**config.mk**
```make
export PLATFORM = sky130hd
export DESIGN_NAME = hps_lane
export DESIGN_NICKNAME = d
export VERILOG_FILES = /design/src/sv/hps_pkg.sv /design/src/sv/hps_lane.sv
export SDC_FILE = /design/constraint.sdc
export NUM_CORES = 1
export LEC_CHECK = 0
export CAP_MARGIN = 20
export CORE_MARGIN = 1
export CORE_UTILIZATION = 35
export DETAILED_ROUTE_END_ITERATION = 16
export DONT_BUFFER_PORTS = 1
export MAX_ROUTING_LAYER = met4
export PLACE_DENSITY_LB_ADDON = 0.05
export SLEW_MARGIN = 10
export SYNTH_ARGS = -nofsm -noshare
export SYNTH_HDL_FRONTEND = slang
export SYNTH_SLANG_ARGS = --single-unit
```
**constraint.sdc**
```tcl
create_clock -name vclk -period 2.8
set_clock_uncertainty 0.15 [all_clocks]
set_input_delay 0.28 -clock vclk [all_inputs]
set_output_delay 0.28 -clock vclk [all_outputs]
set_load 0.1 [all_outputs]
```
**src/sv/hps_pkg.sv**
```systemverilog
package hps_pkg;

	localparam int SAMPLE_BITS = 16;
	localparam int LANES       = 3;
	localparam int MAX_WIDTH   = 4096;
	localparam int COL_BITS    = 12;
	localparam int ROW_BITS    = 16;
	localparam int WREG_BITS   = 13;
	localparam int APB_AW      = 4;
	localparam int FIFO_DEPTH  = 4;
	localparam int FIFO_PTR    = 2;

	// register byte addresses
	localparam logic [APB_AW-1:0] REG_IMAGE_WIDTH  = 4'h0;
	localparam logic [APB_AW-1:0] REG_IMAGE_HEIGHT = 4'h4;
	localparam logic [APB_AW-1:0] REG_COLOR_MODE   = 4'h8;

	localparam logic [WREG_BITS-1:0] WIDTH_RESET  = 13'd4096;
	localparam logic [ROW_BITS-1:0]  HEIGHT_RESET = 16'd1;
	localparam logic                 MODE_RESET   = 1'b1;

	typedef logic [SAMPLE_BITS-1:0] sample_t;
	typedef sample_t [LANES-1:0] pix_t;
	typedef logic [COL_BITS-1:0] col_t;
	typedef logic [ROW_BITS-1:0] row_t;

	typedef struct packed {
		pix_t px;
		col_t col;
		row_t row;
		logic last;
	} res_t;

	// what stage 1 hands to the merge stage in one cycle
	typedef struct packed {
		logic fix_valid;
		logic raw_valid;
		pix_t fixed;
		pix_t raw;
		col_t col;
		row_t row;
		logic last;
	} mrg_push_t;

	typedef struct packed {
		logic [WREG_BITS-1:0] width;
		row_t                 height;
		logic                 color;
	} cfg_t;

endpackage

```
**src/sv/hps_lane.sv**
```systemverilog
module hps_lane import hps_pkg::*; (
	input  sample_t center,
	input  sample_t left,
	input  sample_t right,
	input  sample_t up,
	input  sample_t down,
	input  logic    interior,
	output sample_t fixed
);

	logic [SAMPLE_BITS+1:0] c_x;
	logic                   hot;

	assign c_x = {2'b00, center};

	// strictly above four times every neighbor
	assign hot = (c_x > {left, 2'b00}) && (c_x > {right, 2'b00})
		&& (c_x > {up, 2'b00}) && (c_x > {down, 2'b00});

	assign fixed = (interior && hot) ? '0 : center;

endmodule

```
==> results.md <==
* Clock buffer cells at 0
* Area Growth Syn to Fin at 43.8%
* Layout cells sized above 1 at 0.228
* Largest family of logic cells by synthesized area: adder cells
* Antenna diodes at 0
* Sequential Power Share at 0
* CP max FO at 9
* Die width at ~70 microns
* Hpwl dp at 4.64 mm
* Global-route wire length before repair at between 8 and 9 mm
* Syn Inst Count at 219
* Filler instances at 406
* Pre-CTS setup slack at -0.0177 ns
* DR pass1 iterations at 4
* Die Height at ~70 microns
* Post-synthesis mux area share at 0
* Net Switching at between 0.2 and 0.25 mW
* # setup viols final at 3
* Final WL at slightly above 5 mm
* Worst Setup SP: down[13]
* Final min period at about 2.8 ns
* Critical path startpoint category: primary input
* Core Area at about 0.0044 sq mm
* Hold Buf Count CTS at 0
* GP Congestion at approximately 0.84
* Combinational power share at 1.000
* Slowest stage cell, crit path: or4_4
* Synth Area in Compound Gates at 0.284
* Outcome: finished, violations left
* ANT nets after route at 0
* FP Rows at 24
* Mapped Avg Cell Area at ~7.5 sq um
* Pins over their slew limit at 0
* Worst hold path type: primary input to output port
* RSZ-0062 raised after global routing: true
* Worst Hold Depth at 2
* Yosys Warn Count at 0
* Die area at between 0.004 and 0.005 sq mm
* Critical Path End Type: output port
* Synth area leaders: ha_1 43%, inv_1 12%, a21oi_1 7.0%
* Unique masters post-synth at 33
* Clock Power Share at 0
* Vias in the first global route at roughly 1800
* Top-area cell type share of the netlist area at 0.428
* CP max stage delay at about 0.5 ns
* Worst Path Arrival at ~2.4 ns
* IO buf count at 0
* Final Hold Viols at 0
* Largest net degree at the start of global routing at 10
* Critical path cell sequence: inv_12 > ha_4 > nand2_4 > or4_4 > or3_4 > a211oi_4 > nor3_4 > buf_12 > a21boi_4 > buf_12
* Post-synth top area cell: ha_1
* Leakage power at 1.19 nW
* Register area at 0 sq um
* Worst VDD drop at ~0.06 mV
* Antenna violations before repair at 0
* Initial Utilization at 0.370
* Worst Hold Launch: center[4]
* Max_cap viols at 0
* Sw frac at 0.570
* Peak Freq at between 300 and 400 MHz
* Share of the yosys chip area belonging to registers at 0
* Total gr overflow at 0
* # Post-CTS Setup Buffers at 0
* Seq Cell Count at 0
* Post-synthesis xor/xnor area fraction at 0
* Vias at approximately 1700
* Slew @ Worst Pin at slightly above 0.4 ns
* Total power at roughly 0.37 mW
* Cell Pwr Density at between 150 and 200 mW/mm^2
* Post-synthesis adder-cell area fraction at 0.428
* Area of the multi-input gates at between 0.0015 and 0.002 sq mm
* Drt via density at roughly 5.7
* Simple logic cell fraction of the synthesized area at 0.156
* Initial drt markers at 46
* Post-route DRC at 0
* Worst setup margin at -0.00615 ns
* Failing checks: negative setup slack
* Max-slew headroom at 0.724
* Most common cell on crit path: buf_12
* WS Path Type: primary input to output port
* WL/cell at roughly 17 microns
* Synth Net Count at around 360
* Final layout net count at between 300 and 400
* # IOs at 97
* Total GRT Usage at 0.214
* Pint at ~0.16 mW
* Synthesized cell area at between 0.0015 and 0.002 sq mm
* Required time worst endpoint at about 2.4 ns
* Final period util at 1.00
synthesized netlist by cell type:
cell       instances
o211ai_1           5
nand4bb_1          1
nor2_1             2
nor2b_1            4
ha_1              56
a22oi_1            1
o31ai_1            1
a21boi_0           6
a21oi_1           23
a211oi_2           1
buf_2              1
nand3_1            2
and4bb_2           1
o221ai_1           1
nor3_2             1
o21a_1             4
and2_1             1
a211oi_1           6
a21oi_2            1
nand2_1           11
buf_6              1
inv_1             53
a31oi_1            1
a21o_1             2
or4_4              1
a2111oi_0          1
o21ai_0            3
and4_1             2
nor3_1             3
nand4_1            9
nor4_1             3
a21boi_2           9
or3_1              2
worst max-delay path, delay by kind of cell:
family / cells / cell delay, ns
fa+ha+maj: 1 / 0.26
buf+inv: 3 / 0.38
compound gates: 2 / 0.44
simple gates: 4 / 1.01
layout make-up:
class                      count  area share
tap                           52      0.0277
multi-input combinational    164       0.707
timing repair buffer          24       0.172
inverter                      53      0.0931
cells by family after synthesis:
logic type	after synthesis
AOI/OAI and AO/OA	65
buffers and inverters	55
adders and majority gates	56
and+or+nand+nor	43
what timing repair did:
action                     in CTS  in global routing
setup endpoints to repair       6                 16
resized for setup               3                  3
pin swaps                       0                  1
cell usage in the layout, fill, tap and decap left out, types with 2 or more instances in the layout:
cell type | Yosys | final
a21o_1 | 2 | 2
o21a_1 | 4 | 4
nor2b_1 | 4 | 4
buf_12 | 0 | 18
and4_1 | 2 | 2
nand3_1 | 2 | 2
nor4_1 | 3 | 2
a21boi_4 | 0 | 15
nand2_1 | 11 | 10
nand4_1 | 9 | 9
a211oi_1 | 6 | 4
nor2_1 | 2 | 2
ha_4 | 0 | 4
nor3_1 | 3 | 3
o211ai_1 | 5 | 5
a211oi_4 | 0 | 2
o21ai_0 | 3 | 3
a21oi_1 | 23 | 23
buf_4 | 0 | 6
inv_1 | 53 | 51
ha_1 | 56 | 52
path summary, 6_finish.rpt:
check / end
worst min-delay path: fixed[4]
worst max-delay path: fixed[5]
per-layer routing:
| metal | share of wire | vias up | wire length [microns] | global-route usage |
|---|---|---|---|---|
| li1 | - | 828 | - | - |
| met1 | 0.42 | 769 | 2140 | 0.252 |
| met2 | 0.51 | 69 | 2570 | 0.387 |
| met3 | 0.065 | 4 | 328 | 0.0361 |
| met4 | 0.0075 | 0 | 38 | 0.0267 |
| met5 | 0 | - | 0 | - |
metrics by stage:
| stage | std cells | hold WS, ns | setup TNS, ns | instance area (sq um) | utilization |
|---|---|---|---|---|---|
| after floorplan | 219 | 0.628 | -2.80 | 1870 | - |
| after global placement | 293 | 0.696 | 0 | 2310 | 0.524 |
| after detailed placement | 293 | 0.697 | -0.0558 | 2310 | 0.524 |
| after CTS | 293 | 0.697 | 0 | 2340 | 0.529 |
| after global routing | 293 | 0.701 | -0.766 | 2350 | 0.533 |
| final | 293 | 0.698 | -0.0109 | 2350 | 0.533 |
power by group through the flow:
stage          sequential, mW  combinational [mW]  clock [mW]
2_1_floorplan               0               0.267           0
3_3_place_gp                0               0.354           0
3_5_place_dp                0               0.369           0
4_1_cts                     0               0.372           0
5_1_grt                     0               0.412           0
6_report                    0               0.374           0
Note: power is estimated with default switching activity, not from simulation.
