### src/sv/hps_pkg.sv
package hps_pkg;

	localparam int SAMPLE_BITS = 16;
	localparam int LANES       = 3;
	localparam int MAX_WIDTH   = 4096;
	localparam int COL_BITS    = 12;
	localparam int ROW_BITS    = 16;
	localparam int WREG_BITS   = 13;
	localparam int APB_AW      = 4;
	localparam int FIFO_DEPTH  = 4;
	localparam int FIFO_PTR    = 2;

	// register byte addresses
	localparam logic [APB_AW-1:0] REG_IMAGE_WIDTH  = 4'h0;
	localparam logic [APB_AW-1:0] REG_IMAGE_HEIGHT = 4'h4;
	localparam logic [APB_AW-1:0] REG_COLOR_MODE   = 4'h8;

	localparam logic [WREG_BITS-1:0] WIDTH_RESET  = 13'd4096;
	localparam logic [ROW_BITS-1:0]  HEIGHT_RESET = 16'd1;
	localparam logic                 MODE_RESET   = 1'b1;

	typedef logic [SAMPLE_BITS-1:0] sample_t;
	typedef sample_t [LANES-1:0] pix_t;
	typedef logic [COL_BITS-1:0] col_t;
	typedef logic [ROW_BITS-1:0] row_t;

	typedef struct packed {
		pix_t px;
		col_t col;
		row_t row;
		logic last;
	} res_t;

	// what stage 1 hands to the merge stage in one cycle
	typedef struct packed {
		logic fix_valid;
		logic raw_valid;
		pix_t fixed;
		pix_t raw;
		col_t col;
		row_t row;
		logic last;
	} mrg_push_t;

	typedef struct packed {
		logic [WREG_BITS-1:0] width;
		row_t                 height;
		logic                 color;
	} cfg_t;

endpackage

### src/sv/hps_cfg.sv
module hps_cfg import hps_pkg::*; (
	input  logic              clk,
	input  logic              arst_n,
	input  logic              psel,
	input  logic              penable,
	input  logic              pwrite,
	input  logic [APB_AW-1:0] paddr,
	input  logic [31:0]       pwdata,
	output logic [31:0]       prdata,
	output logic              pready,
	output cfg_t              cfg
);

	logic [WREG_BITS-1:0] width_q;
	row_t                 height_q;
	logic                 color_q;
	logic                 wr_en;

	assign pready = 1'b1;
	assign wr_en  = psel && penable && pwrite;

	always_ff @(posedge clk or negedge arst_n) begin
		if (!arst_n) begin
			width_q  <= WIDTH_RESET;
			height_q <= HEIGHT_RESET;
			color_q  <= MODE_RESET;
		end else if (wr_en) begin
			unique case (paddr)
				REG_IMAGE_WIDTH:  width_q  <= pwdata[WREG_BITS-1:0];
				REG_IMAGE_HEIGHT: height_q <= pwdata[ROW_BITS-1:0];
				REG_COLOR_MODE:   color_q  <= pwdata[0];
				default: ;
			endcase
		end
	end

	always_comb begin
		unique case (paddr)
			REG_IMAGE_WIDTH:  prdata = {{(32-WREG_BITS){1'b0}}, width_q};
			REG_IMAGE_HEIGHT: prdata = {{(32-ROW_BITS){1'b0}}, height_q};
			REG_COLOR_MODE:   prdata = {31'd0, color_q};
			default:          prdata = 32'd0;
		endcase
	end

	assign cfg = '{width: width_q, height: height_q, color: color_q};

endmodule

### config.mk
export PLATFORM = sky130hd
export DESIGN_NAME = hps_cfg
export DESIGN_NICKNAME = d
export VERILOG_FILES = /design/src/sv/hps_pkg.sv /design/src/sv/hps_cfg.sv
export SDC_FILE = /design/constraint.sdc
export NUM_CORES = 1
export LEC_CHECK = 0
export BUFFER_PORTS_ARGS = -buffer_cell sky130_fd_sc_hd__buf_2
export CAP_MARGIN = 10
export CORE_MARGIN = 4
export CORE_UTILIZATION = 38
export CTS_BUF_LIST = sky130_fd_sc_hd__clkbuf_8
export DETAILED_ROUTE_END_ITERATION = 7
export PLACE_DENSITY = 0.75
export REMOVE_ABC_BUFFERS = 1
export SKIP_LAST_GASP = 1
export SYNTH_ARGS = -nofsm -noshare
export SYNTH_HDL_FRONTEND = slang
export SYNTH_SLANG_ARGS = --single-unit
### constraint.sdc
create_clock -name clk -period 6.5 [get_ports clk]
set_clock_uncertainty 0.15 [all_clocks]
set_input_delay 1.95 -clock clk [delete_from_list [all_inputs] [get_ports clk]]
set_output_delay 1.95 -clock clk [all_outputs]
set_load 0.05 [all_outputs]
==> results.md <==
Yosys:
- Of the total synthesized cell area, the portion taken by full adders, half adders and majority gates is 0.
- The synthesized netlist contains 18 unique library cells.
- The count of state elements after synthesis is 30.
- Sorting the synthesized cells by area gives the leading types as sky130_fd_sc_hd__dfrtp_1 45%, sky130_fd_sc_hd__mux2_1 12%, sky130_fd_sc_hd__mux2_2 11%, sky130_fd_sc_hd__buf_4 9.6%, sky130_fd_sc_hd__a22o_1 7.1%.
- The post-synthesis compound-gate area fraction is 0.0758.
- The Yosys step of the flow raised 0 warnings.
- The mux share of post-synthesis cell area is 0.227.
- The share of the yosys chip area belonging to registers is 0.508.
- The share of Yosys cell area claimed by the top area cell type is 0.455.
- The count of mapped cells out of synthesis is 110.
- By area, the combinational part of the netlist is dominated by multiplexers.
- The xor/xnor cell area share of the yosys netlist is 0.
- Of the total synthesized cell area, the portion taken by AND, OR, NAND and NOR gates is 0.0640.
- The synthesized area per cell is 13.5 um2.
- After synthesis the cells add up to roughly 1500 um2.
- The biggest area contributor in the post-synthesis netlist is sky130_fd_sc_hd__dfrtp_1.

Worst setup path:
- The slowest library cell on the worst path is sky130_fd_sc_hd__nor4b_4.
- The signal on the critical path passes through buf_2 > nor4b_4 > buf_4 > a22o_1 > buf_2.
- STA classifies the critical path startpoint as a primary input.
- The data arrival at the endpoint of the critical path is 3.34 ns.
- On the critical path the largest part of the delay comes from buffers and inverters.
- The number of buffers and inverters on the critical path is 3.
- At the worst endpoint, the required time is 4.40 ns.
- The cell seen most often among critical-path stages is sky130_fd_sc_hd__buf_2.
- The critical path in this run is classified as primary input to output port.
- The worst setup path is captured at an output port.
- Of all nets on the critical path, the largest fanout is 9.
- The largest single stage delay on the critical path is 0.56 ns.

Power and ir drop:
- In this run the power density over the cells is 299 nW/um2.
- The leakage power summed over all cells is 1.08 nW.
- The worst IR drop on VDD is 0.154 mV.

STA:
- For the final routed database, the setup TNS stands at 0 ns.
- The worst slew margin relative to its limit is 0.476.
- Static timing analysis puts the maximum clock frequency at 184 MHz.
- The portion of the clock cycle consumed by the worst path in the final layout is 0.836.
- At the pin with the least slew margin, the transition time is 0.787 ns.
- The final number of hold-violating endpoints is 0.
- The final hold slack is around 0.35 ns.
- The number of slew-limit violations in the final report is 0.
- The final critical delay including setup and external delays is 5.44 ns.
- Setup violations remaining at the end of the flow were counted as 0.
- Setup repair after global routing left no endpoint under its margin.

CTS:
- The total number of clock tree sinks is 30.
- The clock tree from TritonCTS is yes.
- Counting along the longest clock path gives a buffer depth of 2.
- Once the clock tree was built, the setup fixing pass inserted 0 buffers.
- Gates resized during post-CTS repair numbered 0.
- The hold buffer count at CTS is 0.
- Counting the buffers created by CTS gives 5.
- Clock latency on the worst-skew pair, taken at its later pin, is 0.26 ns.
- Clock-pin slew was measured on the worst setup and hold paths at around 0.060 ns.
- The deepest level of the CTS H-tree is 2.
- Clock tree synthesis selected as its root buffer the cell sky130_fd_sc_hd__clkbuf_8.

Global routing:
- The pin count of the biggest net entering global routing is 31.
- The number of global-route vias before repair was 1013.
- The remaining global-route overflow is 0.
- The overall fraction of global-route tracks in use is 0.126.
- The initial antenna violation count is 0.
- The global-route wire length before repair is 4.93 mm.

Floorplan:
- The die extent in x is 70.5 um.
- Row generation in the floorplan step produced 22 rows.
- The total die area is 4970 um2.
- The total area inside the core boundary comes to 3720 um2.
- During I/O placement, the number of pins put on the boundary was 104.
- The initial utilization of the core area, before any placement, comes to 0.400.
- The die height is approximately 71 um.

Min path:
- In this run the worst hold path is classified as register to register.

Layout:
- The number of fill cells is 361.
- 0 antenna diodes ended up in the layout.
- The share of cells above drive strength 1 is 0.544.
- Relative to the synthesized area, the layout overhead comes to 27.1%.
- The final layout net count is 222.

Route:
- For this block, the routed nets add up to 3.19 mm of wire.
- The number of remaining DRC errors is 0.
- The routed layout has 1087 vias.
- The first routing iteration left 28 violations.
- The residual antenna-violating net count after detailed routing is 0.
- Using the TritonRoute via totals, the vias-per-cell ratio works out to about 4.7.
- The first detailed-routing pass ran for 2 iterations.
- The final routed wire length divided by cell count is 13.9 um.

Place:
- The routability congestion estimate from global placement is 0.699.
- During placement, the flow inserted port buffers numbering 70.
- The HPWL after detailed placement is 2.44 mm.

Job:
- The tool flagged a number of max-cap violations equal to 0.

Outcome:
- The run finished with clean final reports.
==> layout by cell type (no fill, tap or decap), drive strengths merged <==
cell type | netlist | routed
a22o | 12 | 12
a22oi | 1 | 1
and2 | 3 | 3
and4 | 2 | 2
buf | 22 | 73
clkbuf | 2 | 6
clkinv | 0 | 1
conb | 2 | 17
dfrtp | 27 | 27
dfstp | 3 | 3
inv | 0 | 1
mux2 | 30 | 30
nand2 | 2 | 2
nand4 | 1 | 1
nor4 | 1 | 1
nor4b | 2 | 2
==> cell type report <==
class / instances / area [um2] / share of cell area
Clock inverter: 2 / 8.76 / 0.00464
Multi-Input combinational cell: 71 / 609 / 0.323
Clock buffer: 6 / 82.6 / 0.0437
Sequential cell: 30 / 754 / 0.400
Tap cell: 48 / 60.1 / 0.0318
Timing Repair Buffer: 73 / 373 / 0.197
==> metrics by stage <==
stage / cell area (um2) / utilization / instances / setup WS, ns / power, mW
floorplan: 1360 / - / 101 / 1.14 / 0.374
global placement: 1800 / 0.484 / 222 / 1.08 / 0.421
detailed placement: 1800 / 0.484 / 222 / 1.06 / 0.424
CTS: 1890 / 0.508 / 230 / 1.06 / 0.573
global route: 1890 / 0.508 / 230 / 0.979 / 0.591
finish: 1890 / 0.508 / 230 / 1.06 / 0.564
==> worst paths after layout <==
path	slack (ns)	start	cells after the start	end
hold reg to reg	0.35	height_q[13]	1	height_q[13]
max in group asynchronous	4.22	arst_n	1	height_q[3]
setup / recovery	1.06	paddr[1]	5	prdata[1]
setup reg to reg	5.55	width_q[0]	1	width_q[0]
min in group asynchronous	1.56	arst_n	1	height_q[7]
hold / removal	0.35	height_q[13]	1	height_q[13]
==> layer usage <==
metal | wire length (um) | part of all wire | global-route usage | up-vias
met2 | 1380 | 0.43 | 0.193 | 63
met5 | 0 | 0 | 0 | -
met3 | 412 | 0.13 | 0.0619 | 2
met4 | 8 | 0.0025 | 0.0319 | 0
li1 | - | - | - | 505
met1 | 1390 | 0.44 | 0.159 | 517
==> synth_stat cells <==
master and instances:
sky130_fd_sc_hd__a22oi_1 1, sky130_fd_sc_hd__nor4b_4 1, sky130_fd_sc_hd__nand2_1 2, sky130_fd_sc_hd__a22o_1 12, sky130_fd_sc_hd__buf_4 19, sky130_fd_sc_hd__dfrtp_1 27, sky130_fd_sc_hd__mux2_1 16, sky130_fd_sc_hd__nand4_1 1
sky130_fd_sc_hd__and2_1 3, sky130_fd_sc_hd__buf_6 2, sky130_fd_sc_hd__nor4_2 1, sky130_fd_sc_hd__and4_1 2, sky130_fd_sc_hd__clkbuf_1 2, sky130_fd_sc_hd__conb_1 2, sky130_fd_sc_hd__dfstp_2 3, sky130_fd_sc_hd__nor4b_1 1
sky130_fd_sc_hd__buf_2 1, sky130_fd_sc_hd__mux2_2 14
==> flip-flops by register name, summed over array words and instances (netlist names) <==
| name | cells |
|---|---|
| width_q | 13 |
| height_q | 16 |
| color_q | 1 |
==> cell families after synthesis <==
kind of cell,after synthesis
AO/OA/AOI/OAI,13
other,2
multiplexers,30
AND/OR/NAND/NOR,11
flip-flops,30
buffers and inverters,24
==> power breakdown <==
| group | internal, mW | total (mW) | leakage, nW | switching [mW] |
|---|---|---|---|---|
| registers | 0.214 | 0.231 | 0.390 | 0.0171 |
| clock network | 0.0836 | 0.146 | 0.0524 | 0.0621 |
| logic | 0.0417 | 0.188 | 0.637 | 0.146 |
Note: power is estimated with default switching activity, not from simulation.
