===== config.mk =====
export PLATFORM = sky130hd
export DESIGN_NAME = hps_merge_flat
export DESIGN_NICKNAME = d
export VERILOG_FILES = /design/src/sv/hps_pkg.sv /design/src/sv/hps_if.sv /design/src/sv/hps_merge.sv /design/src/flat_wrapper.sv
export SDC_FILE = /design/constraint.sdc
export NUM_CORES = 1
export LEC_CHECK = 0
export BUFFER_PORTS_ARGS = -buffer_cell sky130_fd_sc_hd__clkbuf_2
export CAP_MARGIN = 10
export CELL_PAD_IN_SITES_DETAIL_PLACEMENT = 1
export CELL_PAD_IN_SITES_GLOBAL_PLACEMENT = 1
export CORE_AREA = 2 2 186 188
export DETAILED_ROUTE_END_ITERATION = 7
export DIE_AREA = 0 0 188 190
export GPL_TIMING_DRIVEN = 0
export PLACE_DENSITY = 0.82
export SYNTH_ARGS = -nofsm -noshare
export SYNTH_HDL_FRONTEND = slang
export SYNTH_SLANG_ARGS = --single-unit

===== constraint.sdc =====
create_clock -name clk -period 4.46 [get_ports clk]
set_input_delay 0.446 -clock clk [delete_from_list [all_inputs] [get_ports clk]]
set_output_delay 0.446 -clock clk [all_outputs]
set_load 0.05 [all_outputs]

===== src/sv/hps_pkg.sv =====
package hps_pkg;

	localparam int SAMPLE_BITS = 16;
	localparam int LANES       = 3;
	localparam int MAX_WIDTH   = 4096;
	localparam int COL_BITS    = 12;
	localparam int ROW_BITS    = 16;
	localparam int WREG_BITS   = 13;
	localparam int APB_AW      = 4;
	localparam int FIFO_DEPTH  = 4;
	localparam int FIFO_PTR    = 2;

	// register byte addresses
	localparam logic [APB_AW-1:0] REG_IMAGE_WIDTH  = 4'h0;
	localparam logic [APB_AW-1:0] REG_IMAGE_HEIGHT = 4'h4;
	localparam logic [APB_AW-1:0] REG_COLOR_MODE   = 4'h8;

	localparam logic [WREG_BITS-1:0] WIDTH_RESET  = 13'd4096;
	localparam logic [ROW_BITS-1:0]  HEIGHT_RESET = 16'd1;
	localparam logic                 MODE_RESET   = 1'b1;

	typedef logic [SAMPLE_BITS-1:0] sample_t;
	typedef sample_t [LANES-1:0] pix_t;
	typedef logic [COL_BITS-1:0] col_t;
	typedef logic [ROW_BITS-1:0] row_t;

	typedef struct packed {
		pix_t px;
		col_t col;
		row_t row;
		logic last;
	} res_t;

	// what stage 1 hands to the merge stage in one cycle
	typedef struct packed {
		logic fix_valid;
		logic raw_valid;
		pix_t fixed;
		pix_t raw;
		col_t col;
		row_t row;
		logic last;
	} mrg_push_t;

	typedef struct packed {
		logic [WREG_BITS-1:0] width;
		row_t                 height;
		logic                 color;
	} cfg_t;

endpackage


===== src/sv/hps_if.sv =====


interface hps_out_if;
	logic                  valid;
	logic                  ready;
	logic [15:0]           out_0;
	logic [15:0]           out_1;
	logic [15:0]           out_2;
	logic [11:0]           out_column;
	logic [15:0]           out_row;
	logic                  frame_last;

	modport source (output valid, output out_0, output out_1, output out_2,
		output out_column, output out_row, output frame_last, input ready);
	modport sink (input valid, input out_0, input out_1, input out_2,
		input out_column, input out_row, input frame_last, output ready);
endinterface


===== src/sv/hps_merge.sv =====
module hps_merge import hps_pkg::*; (
	input  logic      clk,
	input  logic      arst_n,
	input  logic      color,
	input  mrg_push_t push,
	output logic      space,
	hps_out_if.source res
);

	res_t                fifo_q [FIFO_DEPTH];
	logic [FIFO_PTR-1:0] wr_q;
	logic [FIFO_PTR-1:0] rd_q;
	logic [FIFO_PTR:0]   cnt_q;
	logic                pop;
	logic [FIFO_PTR-1:0] wr_b;
	logic [FIFO_PTR-1:0] n_push;
	res_t                fix_r;
	res_t                raw_r;
	pix_t                fix_m;
	pix_t                raw_m;
	res_t                head;

	// gray mode shows channels 1 and 2 as zero
	always_comb begin
		fix_m = push.fixed;
		raw_m = push.raw;
		if (!color) begin
			fix_m[1] = '0;
			fix_m[2] = '0;
			raw_m[1] = '0;
			raw_m[2] = '0;
		end
	end

	assign fix_r = '{px: fix_m, col: push.col, row: push.row - row_t'(1), last: 1'b0};
	assign raw_r = '{px: raw_m, col: push.col, row: push.row, last: push.last};

	assign n_push = FIFO_PTR'(push.fix_valid) + FIFO_PTR'(push.raw_valid);
	assign wr_b   = push.fix_valid ? wr_q + FIFO_PTR'(1) : wr_q;
	assign pop    = res.valid && res.ready;
	assign space  = cnt_q <= (FIFO_PTR+1)'(FIFO_DEPTH - 2);

	always_ff @(posedge clk) begin
		if (push.fix_valid) begin
			fifo_q[wr_q] <= fix_r;
		end
		if (push.raw_valid) begin
			fifo_q[wr_b] <= raw_r;
		end
	end

	always_ff @(posedge clk or negedge arst_n) begin
		if (!arst_n) begin
			wr_q  <= '0;
			rd_q  <= '0;
			cnt_q <= '0;
		end else begin
			wr_q  <= wr_q + n_push;
			rd_q  <= rd_q + FIFO_PTR'(pop);
			cnt_q <= cnt_q + (FIFO_PTR+1)'(n_push) - (FIFO_PTR+1)'(pop);
		end
	end

	assign head           = fifo_q[rd_q];
	assign res.valid      = cnt_q != '0;
	assign res.out_0      = head.px[0];
	assign res.out_1      = head.px[1];
	assign res.out_2      = head.px[2];
	assign res.out_column = head.col;
	assign res.out_row    = head.row;
	assign res.frame_last = head.last;

endmodule


===== src/flat_wrapper.sv =====
// flat-port wrapper written by rule: the top's interface ports become plain ports
module hps_merge_flat import hps_pkg::*;
  (clk, arst_n, color, push, space, res_valid, res_out_0, res_out_1, res_out_2, res_out_column, res_out_row, res_frame_last, res_ready);
  hps_out_if res_i ();
  input  logic clk;
  input  logic arst_n;
  input  logic color;
  input  mrg_push_t push;
  output logic space;
  output wire logic [$bits(res_i.valid)-1:0] res_valid;
  output wire logic [$bits(res_i.out_0)-1:0] res_out_0;
  output wire logic [$bits(res_i.out_1)-1:0] res_out_1;
  output wire logic [$bits(res_i.out_2)-1:0] res_out_2;
  output wire logic [$bits(res_i.out_column)-1:0] res_out_column;
  output wire logic [$bits(res_i.out_row)-1:0] res_out_row;
  output wire logic [$bits(res_i.frame_last)-1:0] res_frame_last;
  input wire logic [$bits(res_i.ready)-1:0] res_ready;
  assign res_valid = res_i.valid;
  assign res_out_0 = res_i.out_0;
  assign res_out_1 = res_i.out_1;
  assign res_out_2 = res_i.out_2;
  assign res_out_column = res_i.out_column;
  assign res_out_row = res_i.out_row;
  assign res_frame_last = res_i.frame_last;
  assign res_i.ready = res_ready;
  hps_merge u_core (.clk(clk), .arst_n(arst_n), .color(color), .push(push), .space(space), .res(res_i));
endmodule

==> results.toml <==
[setup_path]
cp-start-kind = "register"
crit_path_end_kind = "register"
worstSetupPathType = "register to register"
cp.required_ns = 4.69
r2r-start = "u_core.wr_q[0]"
crit_chain = "inv_1 -> ha_1 -> nor2b_1 -> a31oi_2 -> buf_4 -> clkbuf_1 -> nand2_4 -> buf_16"
reg2reg_to = "u_core.fifo_q[0][49]"
worstRegToRegCells = 8
arrival_ns = 3.90
cpMaxStageDelayCell = "dfrtp_1"
critPathMaxStageDelay_ns = 0.60
ff2ff_setup_slack_ns = 0.79
path_max_fanout = 41

[synth]
synth.yosys.seq_area_share_pct = 59.9
yosysTopAreaCell = "edfxtp_1"
ys_warn_count = 0
synth_seq_cells = 315
synth_edf_count = 308
synth_cell_type_count = 42
syn_area_sq_um = 15700
synth_nets = 1411
syn_inst = 1270
synth_flop_cell = "edfxtp_1"
synth_top_area_share_pct = 58.8
syn_avg_cell_area_sq_um = 12.4
synthTopCellsByArea = "edfxtp_1 (59%), nand2_1 (11%), mux4_2 (11%)"
async_flop_share_pct = 2.22

[clock_network]
cts_resized = 0
cts_buffers = 36
clock_path_buffers = 3
htreeDepth = 2
worstSkewPairLatency_ns = 0.52
cts_tree = "yes"
clock_sinks = 315
root_buffer = "clkbuf_16"
path_clk_slew_ns = 0.06

[place]
place_inst = 1922
place_area_sq_um = 17400
gp_congestion = 0.815
dpl.hpwl_um = 30600
port_buffers = 193

[final_layout]
syn2layout_area_growth_pct = 18.3
nets = 1647
fill_cells = 3496
register_area_sq_um = 9420
stdcell_area_sq_um = 18600
multi_input_area_sq_um = 5750
final_cells = 1988
drive_gt1_share_pct = 25.9

[detailed_routing]
dr.max_layer_used = "met4"
detail-route-antenna-nets = 0
wl_um = 46200
wl_met2_um = 23900
drtIter0Drc = 880
viasPerCell = 5.60
vias = 11127
routedWlPerCell_um = 23.3
drc = 0
dr.pass1.iters = 7
route.met3.wl_um = 2980
met1Wirelength_um = 18200

[min_path]
holdCritStartpoint = "push[24]"
hold_end = "u_core.fifo_q[2][24]"
hold_depth = 1
hp-class = "input pin to register"

[die]
die_w_um = 188
boundaryPins = 210
rows = 68
initial_utilization_pct = 46.4
coreArea_sq_um = 33900
die_h_um = 190
dieArea_sq_um = 35700

[power]
power_w = 0.0149
comb_power_share_pct = 46.6
p_sw_share_pct = 43.3
internal_power_w = 0.00843
p_switching_w = 0.00644
p_clk_share_pct = 20.2
power_frac_seq_pct = 33.2
p_leak_nw = 7.29
p_per_area_nw_per_um2 = 799
irDropWorstVdd_v = 0.000413

[grt]
overflow = 0
grt_pass1_wl_um = 70600
first_global_vias = 12051
antenna_found_initial = 2
grt_usage_pct = 26.2
grt_start_max_net_pins = 50

[sta]
fin_crit_sh_pct = 82.2
period_needed_ns = 3.67
rsz0062_at_grt = "false"
skew_ns = 0.0167
setup_viol = 0
max_slew_margin_pct = 44.0
hold_slack_ns = 0.155
hold_viol = 0
tightestPinTransition_ns = 0.839
setup_tns_ns = 0
slew_violations = 0
fmax_mhz = 273

[status]
outcome = "finished clean"

[job]
cap_violations = 0
## cells in the mapped netlist (2+ instances only)
cell type / instances
buf_1: 4
clkbuf_8: 7
and2_1: 4
a21oi_1: 5
a21boi_1: 50
nor4_1: 2
buf_2: 39
o22a_1: 2
ha_1: 9
o22ai_2: 2
xor2_1: 28
clkbuf_1: 32
dfrtp_1: 7
nand2_1: 481
nor2_1: 37
buf_6: 4
edfxtp_1: 308
inv_1: 8
nand4_1: 3
a21boi_0: 78
nand2b_1: 4
xnor2_1: 38
nand3_1: 12
mux4_2: 77
buf_4: 12
## placed cells by master, fill, tap and decap left out, types with 9 or more instances in the layout
cell       count
edfxtp_1     308
a21boi_0      78
ha_1           9
buf_2         39
xnor2_1       38
nor2_1        37
clkbuf_8       9
clkbuf_16     38
a21boi_1      50
clkbuf_2     193
mux4_2        77
xor2_1        28
clkbuf_1      43
nand2_1      477
buf_4         12
nand3_1       12
## worst max-delay path, delay by kind of cell, from the launching register on
| kind | cells | cell delay, ns |
|---|---|---|
| flops | 1 | 0.60 |
| fa+ha+maj | 1 | 0.39 |
| compound gates | 1 | 0.33 |
| simple gates | 2 | 0.66 |
| buf+inv | 4 | 1.37 |
## final cells by class
class / instances / share of cell area [%]
clock buffers: 51 / 5.48
clock inverters: 13 / 0.914
flip-flops and latches: 315 / 50.6
diodes: 1 / 0.0134
inverters: 8 / 0.161
well taps: 455 / 3.06
repair buffers: 198 / 5.83
multi-input cells: 849 / 30.9
plain buffers: 98 / 3.02
## worst max-delay path by stage
| stage | depth (start not counted) | start | to |
|---|---|---|---|
| after floorplan | 7 | u_core.wr_q[0] | u_core.fifo_q[0][0] |
| after global placement | 7 | u_core.wr_q[0] | u_core.fifo_q[0][62] |
| after detailed placement | 8 | u_core.wr_q[0] | u_core.fifo_q[0][62] |
| after CTS | 8 | u_core.wr_q[0] | u_core.fifo_q[0][49] |
| after global routing | 8 | u_core.wr_q[0] | u_core.fifo_q[0][10] |
| final | 8 | u_core.wr_q[0] | u_core.fifo_q[0][49] |
## metrics by stage
stage               utilization [%]  setup WS, ns
finish                         54.8         0.793
global route                   54.8         0.545
CTS                            54.8         0.766
detailed placement             51.3         0.801
global placement               50.9         -1.64
floorplan                         -         0.677
## sequential cells by signal, summed over array words and instances (netlist names)
register and flops:
u_core.fifo_q 308, u_core.cnt_q 3, u_core.wr_q 2, u_core.rd_q 2
## power groups by stage
stage                     clock network [W]  registers (W)  logic [W]
final                               0.00300        0.00494    0.00693
after floorplan                           0        0.00495    0.00496
after detailed placement                  0        0.00499    0.00697
after global routing                0.00313        0.00502    0.00732
after CTS                           0.00303        0.00494    0.00701
after global placement                    0        0.00511    0.00670
## metal layers
metal	track usage, %	vias to the layer above
li1	-	4950
met1	32.5	5654
met2	47.0	439
met3	4.10	84
met4	8.33	0
met5	0	-
## kinds of logic after synthesis
family	after synthesis	share of synthesized area (%)
and+or+nand+nor	554	14.0
DFF	315	59.9
AOI/OAI and AO/OA	142	6.78
buffers and inverters	106	3.76
muxes	77	11.0
xor gates and xnor gates	66	3.67
adders and majority gates	10	0.843
## repair_timing
action,4_1_cts,5_1_grt
hold endpoints to repair,7,0
setup buffers,0,0
hold buffers,1,0
Power figures use the tool's default switching activity.
